## src/rtl/mts_pkg.sv

```systemverilog
// Shared types, constants and helper functions of the mosaic tile scale addresser.
package mts_pkg;

   localparam int MaxDim  = 4096;
   localparam int MaxGrid = 16;
   localparam int DimW    = 13;
   localparam int PosW    = 12;
   localparam int GridW   = 5;
   localparam int IdxW    = 4;
   localparam int PageW   = 8;
   localparam int RcW     = 9;
   localparam int FrameW  = 16;
   localparam int NumW    = 25;
   localparam int Steps   = 25;
   localparam int CsrW    = 3;

   typedef enum logic [CsrW-1:0] {
      REG_GRID_COLS  = 3'd0,
      REG_GRID_ROWS  = 3'd1,
      REG_START_PAGE = 3'd2,
      REG_OUT_WIDTH  = 3'd3,
      REG_OUT_HEIGHT = 3'd4,
      REG_SRC_WIDTH  = 3'd5,
      REG_SRC_HEIGHT = 3'd6
   } reg_index_type;

   typedef struct packed {
      logic [PosW-1:0] out_x;
      logic [PosW-1:0] out_y;
      logic            mode;
   } req_type;

   typedef struct packed {
      logic [FrameW-1:0] frame_index;
      logic [PosW-1:0]   src_x;
      logic [PosW-1:0]   src_y;
   } rsp_type;

   typedef struct packed {
      logic [DimW-1:0] rem;
      logic [NumW-1:0] numq;
      logic [DimW-1:0] divisor;
   } lane_type;

   typedef struct packed {
      lane_type lx;
      lane_type ly;
   } pair_type;

   typedef struct packed {
      logic              valid;
      logic [PosW-1:0]   out_x;
      logic [PosW-1:0]   out_y;
      logic              mode;
      logic [IdxW-1:0]   col;
      logic [IdxW-1:0]   row;
      logic [RcW-1:0]    rc;
      logic [FrameW-1:0] frame;
   } ctx_type;

   function automatic logic [GridW-1:0] clamp_grid(input logic [GridW-1:0] v);
      logic [GridW-1:0] r;
      r = v;
      if (v == '0) r = GridW'(1);
      else if (v > GridW'(MaxGrid)) r = GridW'(MaxGrid);
      return r;
   endfunction

   function automatic logic [DimW-1:0] clamp_dim(input logic [DimW-1:0] v);
      logic [DimW-1:0] r;
      r = v;
      if (v < DimW'(2)) r = DimW'(2);
      else if (v > DimW'(MaxDim)) r = DimW'(MaxDim);
      return r;
   endfunction

   function automatic logic [DimW-1:0] half_src(input logic [DimW-1:0] v, input logic half);
      return half ? (v >> 1) : v;
   endfunction

endpackage

```

## src/rtl/mts_cell.sv

```systemverilog
// One restoring division step for the column and row lanes, with the beat context beside it.
module mts_cell (
   input  logic              clock,
   input  logic              reset,
   input  logic              adv,
   input  mts_pkg::ctx_type  ctx_i,
   input  mts_pkg::pair_type pair_i,
   output mts_pkg::ctx_type  ctx_o,
   output mts_pkg::pair_type pair_o
);

   function automatic mts_pkg::lane_type step(input mts_pkg::lane_type l);
      logic [mts_pkg::DimW:0] sh;
      mts_pkg::lane_type      r;
      r  = l;
      sh = {l.rem, l.numq[mts_pkg::NumW-1]};
      if (sh >= {1'b0, l.divisor}) begin
         sh     = sh - {1'b0, l.divisor};
         r.numq = {l.numq[mts_pkg::NumW-2:0], 1'b1};
      end else begin
         r.numq = {l.numq[mts_pkg::NumW-2:0], 1'b0};
      end
      r.rem = sh[mts_pkg::DimW-1:0];
      return r;
   endfunction

   mts_pkg::ctx_type  ctx_ff;
   mts_pkg::pair_type pair_ff;
   mts_pkg::pair_type pair_in;

   always_comb begin
      pair_in.lx = step(pair_i.lx);
      pair_in.ly = step(pair_i.ly);
   end

   always_ff @(posedge clock) begin
      if (adv) begin
         ctx_ff  <= ctx_i;
         pair_ff <= pair_in;
      end
      if (reset) begin
         ctx_ff.valid <= 1'b0;
      end
   end

   assign ctx_o  = ctx_ff;
   assign pair_o = pair_ff;

endmodule

```

## src/rtl/mts_div_chain.sv

```systemverilog
// A row of division cells that turns a dividend into quotient and remainder, one bit per cell.
module mts_div_chain (
   input  logic              clock,
   input  logic              reset,
   input  logic              adv,
   input  mts_pkg::ctx_type  ctx_i,
   input  mts_pkg::pair_type pair_i,
   output mts_pkg::ctx_type  ctx_o,
   output mts_pkg::pair_type pair_o
);

   mts_pkg::ctx_type  ctx_w  [0:mts_pkg::Steps];
   mts_pkg::pair_type pair_w [0:mts_pkg::Steps];

   assign ctx_w[0]  = ctx_i;
   assign pair_w[0] = pair_i;

   for (genvar i = 0; i < mts_pkg::Steps; i++) begin : g_cell
      mts_cell u_cell (
         .clock  (clock),
         .reset  (reset),
         .adv    (adv),
         .ctx_i  (ctx_w[i]),
         .pair_i (pair_w[i]),
         .ctx_o  (ctx_w[i+1]),
         .pair_o (pair_w[i+1])
      );
   end

   assign ctx_o  = ctx_w[mts_pkg::Steps];
   assign pair_o = pair_w[mts_pkg::Steps];

endmodule
```

## config.mk

```make
export PLATFORM = sky130hd
export DESIGN_NAME = mts_div_chain
export DESIGN_NICKNAME = d
export VERILOG_FILES = /design/src/rtl/mts_pkg.sv /design/src/rtl/mts_cell.sv /design/src/rtl/mts_div_chain.sv
export SDC_FILE = /design/constraint.sdc
export NUM_CORES = 2
export LEC_CHECK = 0
export BUFFER_PORTS_ARGS = -buffer_cell sky130_fd_sc_hd__clkbuf_2
export CAP_MARGIN = 40
export CORE_AREA = 2 2 545 547
export DETAILED_ROUTE_END_ITERATION = 16
export DIE_AREA = 0 0 547 549
export MAX_ROUTING_LAYER = met4
export PLACE_DENSITY = 0.8
export SLEW_MARGIN = 20
export SYNTH_ARGS = -nofsm -noshare
export SYNTH_HDL_FRONTEND = slang
export SYNTH_SLANG_ARGS = --single-unit
```

## constraint.sdc

```tcl
create_clock -name clock -period 8.5 [get_ports clock]
set_input_delay 0.425 -clock clock [delete_from_list [all_inputs] [get_ports clock]]
set_output_delay 0.425 -clock clock [all_outputs]
set_load 0.01 [all_outputs]
```

# Yosys cells after proc, flatten, opt, wreduce, memory -nomap -nowiden
# Cells that the tools add are included.
# totals
regBits	4025
input_bits	164
out_inout_bits	161
wordCells	550
# op_classes
n_addsub	50
n_lt_le_gt_ge	50
mux	100
# op_table
op	count
$ge 14x13->1	50
$mux 13	50
$sub 13x13->13	50
$mux 1	50

# Depth between registers and ports, before layout
# logic_depth
ltp_word	2
depth_mapped	11
ltp_nobuf	10

# Modules after synthesis
# From an unflattened synthesis, not the netlist that was laid out.
# hier_totals
cells_unflattened	9793
hier_area_um2	163743.3
# modules_own_cells
module	n_inst	cells_each	area_per_inst_um2	seq_area_each_um2
mts_cell at g_cell[14].u_cell ...	16	395	6567.5	4824.6
mts_cell at g_cell[0].u_cell ...	8	387	6526.3	4824.6
mts_cell at g_cell[13].u_cell	1	377	6452.4	4824.6

# Worst setup path after synthesis
# No wires, ideal clock.
# synth_timing
kind	flip-flop to flip-flop
from	register g_cell[5].u_cell.pair_ff (netlist bit g_cell[5].u_cell.pair_o[0])
to	register g_cell[6].u_cell.pair_ff (netlist bit g_cell[6].u_cell.pair_o[49]), data pin
setup_ns	0.260
arrival_ns	2.619
t_required_ns	8.240
setup_slack_ns	5.621
stages_incl_launch_ff	11
path_buffers	1
period_less_slack_ns	2.879
path_cell_list	edfxtp_1 > ha_1 > fa_1 > nor2b_1 > o21ai_0 > a21boi_0 > a211o_1 > a21oi_1 > o31ai_4 > buf_4 > mux2_2
# synth_rtl
element	line_no	source
from (decl)	mts_cell.sv:28	mts_pkg::pair_type pair_ff;
from (signal assigned)	mts_cell.sv:39	pair_ff <= pair_in;
to (signal assigned)	mts_cell.sv:39	
to (decl)	mts_cell.sv:28	

==> summary.md <==
| Metric | Value |
|---|---|
| Hold Path End | `g_cell[0].u_cell.pair_o[13]` |
| Util after Layout | `0.618` |
| Multi-input gate area | `0.0368 mm2` |
| RR Endpoint | `g_cell[15].u_cell.pair_o[41]` |
| Die width | `547 um` |
| Clock buffer depth | `4` |
| Mapped cell area | `0.161 mm2` |
| Sequential fraction of the synthesis area | `0.747` |
| Max Cap Violations | `0` |
| Hold path depth | `4` |
| Worst slew pin tran | `1100 ps` |
| Yosys Warn Count | `0` |
| Crit path kind | `flop to flop` |
| Layout cell share with drive strength beyond 1 | `0.144` |
| Synth area leaders | `edfxtp_1, ha_1, mux2_2, inv_1, xnor2_1` |
| Reg2reg path depth | `9` |
| Syn_nets | `10.4k` |
| Initial antenna violation count | `13` |
| Later-pin clock latency in the skew report | `950 ps` |
| Max-slew violation count | `0` |
| Die Ht | `549 um` |
| Crit-path max FO | `14` |
| Final setup vio count | `0` |
| Lkg Pwr | `0.0680 uW` |
| Syn Inst Count | `9,558` |
| Hold Crit Class | `primary input to flop` |
| Highest Clock Rate | `290 MHz` |
| Row count | `200` |
| Critical path arrival | `4070 ps` |
| CTS Buf Count | `395` |
| DR DRC count | `0` |
| Drt first pass iters | `6` |
| Total Neg Setup Slack | `0 ps` |
| Nets@finish | `11.2k` |
| Hold Violations, Final | `0` |
| Final Skew | `74.6 ps` |
| Vias in the first global route | `81.1k` |
| Post-CTS Setup Bufs | `0` |
| Total power per unit cell area | `331 mW/mm2` |
| Total congestion overflow | `0` |
| DRT antenna net count | `0` |
| Relative slew slack | `0.268` |
| DRT Wirelength | `260 mm` |
| Number of synthesized flops with an enable pin | `4,000` |
| Starting Density | `0.547` |
| Die area | `0.300 mm2` |
| Core area | `0.295 mm2` |
| Placed wire-length estimate | `163 mm` |
| Final worst setup slack | `5050 ps` |
| Ys flop type | `edfxtp_1` |
| Worst hold start | `pair_i[50]` |
| Critical register-to-register path startpoint | `g_cell[14].u_cell.pair_o[2]` |
| Gr usage total | `0.176` |
| Post-synth top area cell | `edfxtp_1` |
| I/O Pins | `325` |
| Post-CTS Resized | `0` |
| Largest net degree at the start of global routing | `204` |
| Via count | `78.7k` |
| Clock Root Buffer | `clkbuf_16` |
| FF/Latch Area | `0.121 mm2` |
| # fillers | `20.5k` |
| Worst R2R Setup Slack | `5050 ps` |
| Area delta synth->final | `13.0%` |
| Async SR Flop Fraction | `0` |
| Final Wtd Congestion | `0.907` |
| Share of the synthesized area in the top cell type | `0.744` |
| Initial DRC Count | `5,511` |
| Avg Vias per Cell | `5.38` |
| RSZ-0062 raised after global routing | `false` |
| #FFs+latches synth | `4,025` |
| VDD IR max | `283 uV` |
| Port bufs | `324` |
| Tcrit/Tclk final | `0.406` |
| Crit start category | `flop` |
| Synth cell types | `76` |
| Total number of H-tree levels | `5` |
| Reg clk slew, reported paths | `60 ps` |
| Worst slack, placed | `5100 ps` |
| Tmin final | `3450 ps` |
| Worst EP required | `9120 ps` |
| CTS tree | `built` |
| Status | `finished, final reports clean` |
| Clk sink count | `4,025` |
| First-pass GRT wire length | `418 mm` |
| Syn Area/Cell | `16.9 um2` |
| Drt wl/cell | `17.8 um` |
| CP Capture Type | `flop` |
## synthesized netlist by cell type (13+ instances only)
library cell and n:
a211o_1 19, a211oi_1 91, a211oi_2 13, a21boi_0 69
a21o_1 160, a21oi_1 340, a221o_1 36, a31oi_1 24
and2_1 32, and3_1 45, buf_2 25, buf_4 69
clkbuf_1 32, dfxtp_1 25, edfxtp_1 4000, fa_1 50
ha_1 650, inv_1 841, mux2_1 17, mux2_2 494
mux2i_1 158, nand2_1 246, nand2b_1 45, nand3_1 54
nand4_1 75, nor2_1 382, nor2b_1 122, nor3_1 129
nor4_1 33, o2111a_1 14, o211ai_1 69, o21a_1 171
o21ai_0 266, o21ai_1 23, o221ai_1 14, o311ai_0 25
o31a_1 57, o31ai_1 40, or2_2 21, or3_1 28
xnor2_1 216, xor2_1 173
## layout make-up
cell class                      instances  share of cell area
Inverter                              841              0.0173
Tap cell                             3939              0.0270
Clock buffer                          479              0.0570
Multi-Input combinational cell       4552               0.202
Timing Repair Buffer                  555              0.0227
Clock inverter                        239              0.0129
Antenna cell                            8            0.000110
Sequential cell                      4025               0.661
## critical path: stages (launching register included)
cell and delay (ps):
edfxtp_1 510, inv_1 90, ha_1 370, nor2b_1 170, o31a_1 250, o21ai_0 310, o211ai_1 170, a21oi_1 300
o21a_1 590, mux2_2 410
## report_power, final
part / total (uW) / switching [uW] / internal [uW] / leakage (uW)
Sequential: 27000 / 1350 / 25700 / 0.0393
Combinational: 16200 / 8410 / 7810 / 0.0226
Clock: 17100 / 7320 / 9750 / 0.00618
## logic make-up after synthesis
group | after synthesis | share of synthesized area
flip-flops | 4025 | 0.747
AO/OA/AOI/OAI | 1541 | 0.0662
AND/OR/NAND/NOR | 1253 | 0.0386
buffers and inverters | 981 | 0.0252
adder cells (fa/ha/maj) | 700 | 0.0566
multiplexers | 669 | 0.0454
XOR/XNOR | 389 | 0.0211
## placed cells by master (no fill, tap or decap), types with 32 or more instances in the layout
| cell | instances |
|---|---|
| fa_1 | 50 |
| a21oi_1 | 340 |
| o31ai_1 | 40 |
| buf_4 | 37 |
| ha_1 | 650 |
| a211oi_1 | 91 |
| nor4_1 | 33 |
| mux2i_1 | 158 |
| xnor2_1 | 216 |
| o31a_1 | 57 |
| and3_1 | 45 |
| nor3_1 | 129 |
| and2_1 | 32 |
| mux2_2 | 494 |
| clkinv_2 | 75 |
| dlygate4sd3_1 | 162 |
| o211ai_1 | 69 |
| nand4_1 | 75 |
| clkbuf_2 | 323 |
| a21o_1 | 160 |
| bufinv_16 | 33 |
| a221o_1 | 36 |
| inv_1 | 841 |
| edfxtp_1 | 4000 |
| o21a_1 | 171 |
| nand2b_1 | 45 |
| a21boi_0 | 69 |
| clkbuf_16 | 404 |
| o21ai_0 | 266 |
| clkinv_1 | 75 |
| nand3_1 | 54 |
| nand2_1 | 246 |
| clkbuf_1 | 75 |
| xor2_1 | 173 |
| nor2b_1 | 122 |
| nor2_1 | 382 |
## routing by layer
metal / track usage / routed length [um]
met5: - / 0
met4: 0.0603 / 8740
met2: 0.302 / 133000
met3: 0.0269 / 10300
met1: 0.212 / 108000
## state kept, by name (all words and copies together), names as in the netlist
register              count
g_cell.u_cell.ctx_o    1475
g_cell.u_cell.pair_o   2550
## how the worst max path moves through the flow
stage          depth (start not counted)                          from                            end
5_1_grt                               10  g_cell[12].u_cell.pair_o[88]   g_cell[13].u_cell.pair_o[96]
3_5_place_dp                           9  g_cell[18].u_cell.pair_o[53]  g_cell[19].u_cell.pair_o[101]
6_report                               9   g_cell[14].u_cell.pair_o[2]   g_cell[15].u_cell.pair_o[41]
3_3_place_gp                           9   g_cell[18].u_cell.pair_o[2]   g_cell[19].u_cell.pair_o[40]
4_1_cts                                9  g_cell[18].u_cell.pair_o[53]   g_cell[19].u_cell.pair_o[91]
2_1_floorplan                         10    g_cell[5].u_cell.pair_o[0]    g_cell[6].u_cell.pair_o[49]
## stage by stage
stage                     power [uW]  hold WS (ps)  cells  cell area (um2)
final                          60300           138  14600           182000
after detailed placement       43300           405  13700           168000
after global placement         42500           400  13700           168000
after floorplan                39500           400   9558           161000
after CTS                      60800          34.4  14600           182000
after global routing           63500          93.6  14600           182000
## repair_timing
item                                   4_1_cts  5_1_grt
setup endpoints to repair                    0        0
hold buffers                               162        0
endpoints found under the hold margin      187        0
Note: power is estimated with default switching activity, not from simulation.
